File: src/design/adp_pkg.sv
// Shared types, constants and functions of the anisotropic diffusion pass core.
// It depends on nothing else and comes first in the compile order.
package adp_pkg;

  localparam int unsigned PIX_W  = 16;
  localparam int unsigned CFG_IW = 2;
  localparam int unsigned CFG_DW = 16;

  // Register indexes of the configuration port.
  localparam logic [CFG_IW-1:0] CFG_IMAGE_WIDTH  = 2'd0;
  localparam logic [CFG_IW-1:0] CFG_IMAGE_HEIGHT = 2'd1;
  localparam logic [CFG_IW-1:0] CFG_STEP_GAIN    = 2'd2;

  // Input action codes.
  localparam logic ACT_PIXEL = 1'b0;
  localparam logic ACT_FLUSH = 1'b1;

  // Write enables of the two line buffers.
  typedef struct packed {
    logic orig_we;
    logic upd_we;
  } mem_wr_t;

  // Conductance exp(-t) for t in Q16, built by sixteen squarings of (1 - t/2^16).
  function automatic logic [PIX_W-1:0] cond_entry(input logic [63:0] t);
    logic [64:0] a;
    logic [64:0] r;
    if (t == 64'd0) begin
      return {PIX_W{1'b1}};
    end
    if (t >= (64'd24 << 16)) begin
      return '0;
    end
    a = (65'd1 << 32) - {1'b0, t};
    for (int i = 0; i < 16; i++) begin
      a = (a * a + (65'd1 << 31)) >> 32;
    end
    r = (a + 65'd32768) >> 16;
    return (r > 65'd65535) ? {PIX_W{1'b1}} : r[PIX_W-1:0];
  endfunction

endpackage

File: src/design/adp_term.sv
// Conductance term g(|d|>>4) * d for one neighbor, with the table built at elaboration.
// Depends on adp_pkg for the table entry function.
module adp_term #(
  parameter int unsigned KAPPA         = 983,
  parameter int unsigned TABLE_ENTRIES = 256
) (
  input  logic [adp_pkg::PIX_W-1:0]        nb_i,
  input  logic [adp_pkg::PIX_W-1:0]        ctr_i,
  output logic signed [adp_pkg::PIX_W+16:0] term_o
);
  import adp_pkg::*;

  localparam int unsigned KW = (TABLE_ENTRIES > 1) ? $clog2(TABLE_ENTRIES) : 1;
  localparam logic [63:0] KK = 64'(KAPPA) * 64'(KAPPA);

  logic [PIX_W-1:0] cond_tab [TABLE_ENTRIES];

  // One constant entry per table index.
  for (genvar k = 0; k < TABLE_ENTRIES; k++) begin : g_tab
    localparam logic [63:0] TQ = ((64'd256 * 64'(k) * 64'(k)) << 16) / KK;
    assign cond_tab[k] = cond_entry(TQ);
  end

  logic signed [PIX_W:0] diff;
  logic [PIX_W-1:0]      mag;
  logic [PIX_W-5:0]      tidx;
  logic [PIX_W-1:0]      cond;

  // Difference, magnitude and table lookup; indexes past the table give zero.
  always_comb begin
    diff = $signed({1'b0, nb_i}) - $signed({1'b0, ctr_i});
    mag  = diff[PIX_W] ? PIX_W'(-diff) : diff[PIX_W-1:0];
    tidx = mag[PIX_W-1:4];
    if (32'(tidx) < TABLE_ENTRIES) begin
      cond = cond_tab[tidx[KW-1:0]];
    end else begin
      cond = '0;
    end
    term_o = $signed({1'b0, cond}) * diff;
  end

endmodule

File: config.mk
export PLATFORM = sky130hd
export DESIGN_NAME = adp_term
export DESIGN_NICKNAME = d
export VERILOG_FILES = /design/src/design/adp_pkg.sv /design/src/design/adp_term.sv
export SDC_FILE = /design/constraint.sdc
export NUM_CORES = 1
export LEC_CHECK = 0
export BUFFER_PORTS_ARGS = -buffer_cell sky130_fd_sc_hd__buf_2
export CORE_UTILIZATION = 25
export DETAILED_ROUTE_END_ITERATION = 6
export PLACE_DENSITY = 0.5
export SYNTH_ARGS = -nofsm -noshare
export SYNTH_HDL_FRONTEND = slang
export SYNTH_SLANG_ARGS = --single-unit
File: constraint.sdc
create_clock -name vclk -period 13.5
set_clock_uncertainty 0.1 [all_clocks]
set_input_delay 0 -clock vclk [all_inputs]
set_output_delay 0 -clock vclk [all_outputs]
set_load 0.01 [all_outputs]
==> metrics.txt <==
# nets final 2566; WL per Instance 24.65 µm; chip height 254.4 µm; Syn. warnings 0; register area 0 µm²; sequential power share 0%; power density cells 139.5 nW/µm²; post-synthesis cell type count 97; period utilization 92.95%; Seq Cell Count 0; Clk pwr share 0%; PortBufs 65; Final setup viols 0; Cells after Synth 2156; ant diodes 0; Placed Cells incl. Taps 3016; internal power 0.8202 mW; top achievable clock speed 79.69 MHz; Residual DRC 0; final cell count without fillers 3016; CP max-delay cell fa_1; area grow syn2layout 10.26%; number of DRC markers in iteration 0 2018; Crit Path Class primary input to primary output; Filler cells 6988; share of cells above drive strength 1 11.89%; Clock buffer cells 0; Post-DP HPWL 57650 µm; Worst-Margin Slew 1.151 ns; Hold WS 1.149 ns; synthesized area per cell 7.385 µm²; critical path startpoint nb_i[0]; Levels on crit path 41; vias 16970; Sw Pwr 1.629 mW; max-slew violations 0; Post-CTS Setup Bufs 0; I/O pin count 65; Gate power share 100.0%; initial antenna violation count 0; Arr. time, crit path 12.45 ns; met1 Use GR 31.22%; RSZ-0062 raised after global routing false; Die Footprint 64700 µm²; post-layout min period 12.55 ns; worst setup path endpoint term_o[31]; Top Family by Delay on Critical Path adder cells; Routed Antenna Nets 0; worst stage delay on the critical path 0.97 ns; Pre-antenna DRT Iters 6; Via density 5.625; GRT Total Usage 23.12%; setup TNS 0 ns; crit start category primary input; Initial Utilization 25.29%; final WL 74350 µm; first-pass GRT wire length 112900 µm; Setup crit end kind primary output; Sw Ratio 66.51%; Syn Std Cell Area 15920 µm²; Power Total 2.449 mW; cts hold-fix bufs 0; gpl congestion 1.006; crit path max fanout 17; outcome finished clean; row count 92; Most Crowded Layer GR met2; CP bufs+invs 9; vias in the first global route 17360; register area share after synthesis 0%; Core ar. 62970 µm²; remaining global-route overflow 0; Hold Vio Cnt, Final 0; M3 GR Usage 3.113%; peak supply drop 0.06989 mV; die width 254.4 µm; Min-Delay Path Class primary input to primary output; Synthesized Nets 2550; Relative slew margins 22.47%; pin count of the biggest net entering global routing 59; CTS-repair resized insts 0; Global Route met2 Usage 37.21%; Worst EP required 13.40 ns; P_leak 8.045 nW; most numerous cell on the critical path fa_1; max_cap viols 0
-- cell type report --
| cell class | instances | area, µm² | share of cell area, % |
|---|---|---|---|
| well taps | 846 | 1059 | 6.030 |
| multi-input cells | 1663 | 14090 | 80.24 |
| repair buffers | 165 | 1126 | 6.415 |
| inverters | 342 | 1284 | 7.313 |
-- tightest hold or removal path: stages --
cell     delay (ns)
buf_2          0.08
ha_1           0.13
a21oi_1        0.04
o41a_1         0.22
o21ai_4        0.25
xnor2_1        0.20
nand2_1        0.10
nand4_1        0.08
buf_2          0.14
-- layout by cell type (no fill, tap or decap), types with 10 or more instances in the layout --
cell type / n
inv_1: 341
fa_1: 210
nor2_1: 189
ha_1: 152
o21ai_0: 131
nand2_1: 126
a21oi_1: 125
buf_4: 96
nand3_1: 77
buf_2: 65
nor3_1: 53
nand2b_1: 38
or2_2: 35
xnor2_1: 34
a21o_1: 29
o211ai_1: 29
a211oi_1: 21
nor2b_1: 21
and2_1: 20
a31oi_1: 20
o22ai_1: 18
o311ai_0: 15
and3_1: 15
o31ai_1: 15
o21a_1: 14
o221ai_1: 13
mux2i_1: 12
nand4_1: 11
or3_1: 10
a221oi_1: 10
a32oi_1: 10
-- cells by family after synthesis --
group / Yosys count / share of synthesized area [%]
muxes: 23 / 1.737
adders and majority gates: 365 / 38.54
AOI/OAI and AO/OA: 593 / 25.32
and+or+nand+nor: 634 / 19.58
buffers and inverters: 493 / 12.14
xor gates and xnor gates: 48 / 2.688
-- power groups by stage --
stage / logic (mW) / clock network [mW] / registers [mW]
after floorplan: 1.47 / 0 / 0
after global placement: 2.40 / 0 / 0
final: 2.45 / 0 / 0
after CTS: 2.40 / 0 / 0
after detailed placement: 2.38 / 0 / 0
after global routing: 2.63 / 0 / 0
-- how the worst min path moves through the flow --
stage / from / end / cells after the start
floorplan: ctr_i[0] / term_o[0] / 4
global placement: nb_i[15] / term_o[32] / 9
detailed placement: nb_i[15] / term_o[32] / 9
CTS: nb_i[15] / term_o[32] / 9
global route: ctr_i[0] / term_o[0] / 5
finish: nb_i[15] / term_o[32] / 9
-- synth_stat cells, types with 10 or more instances --
master    instances  area, µm²
nor3_1           54      270.3
nand3_1          77      385.4
or2_2            35      219.0
or3_1            10      62.56
ha_1            152       1902
nor2_1          190      713.2
nand4_1          11      68.82
a211oi_1         22      165.2
inv_1           341       1280
o211ai_1         29      217.7
and3_1           15      93.84
and2_1           20      125.1
a31oi_1          20      125.1
fa_1            210       4204
a32oi_1          10      87.58
nand2_1         126      473.0
o21a_1           14      105.1
o311ai_0         15      131.4
buf_2            51      255.2
clkbuf_1         87      326.6
nand2b_1         38      237.7
xnor2_1          38      332.8
a21oi_1         125      625.6
o22ai_1          19      118.9
nor2b_1          21      131.4
o221ai_1         14      122.6
o21ai_0         133      665.6
a21o_1           29      217.7
a221oi_1         10      87.58
mux2i_1          15      150.1
o31ai_1          15      112.6
-- per-layer routing --
metal	up-vias	wire, µm
met3	166	6038
met4	0	3352
met5	-	0
met2	930	33290
met1	8434	31670
li1	7436	-
-- through the flow --
step	util, %	worst slack, ns	cell area, µm²
after global routing	27.88	0.3232	17550
after global placement	27.88	1.322	17550
after floorplan	-	3.286	15920
final	27.88	0.9511	17550
after CTS	27.88	1.079	17550
after detailed placement	27.88	1.114	17550
Power figures use the tool's default switching activity.
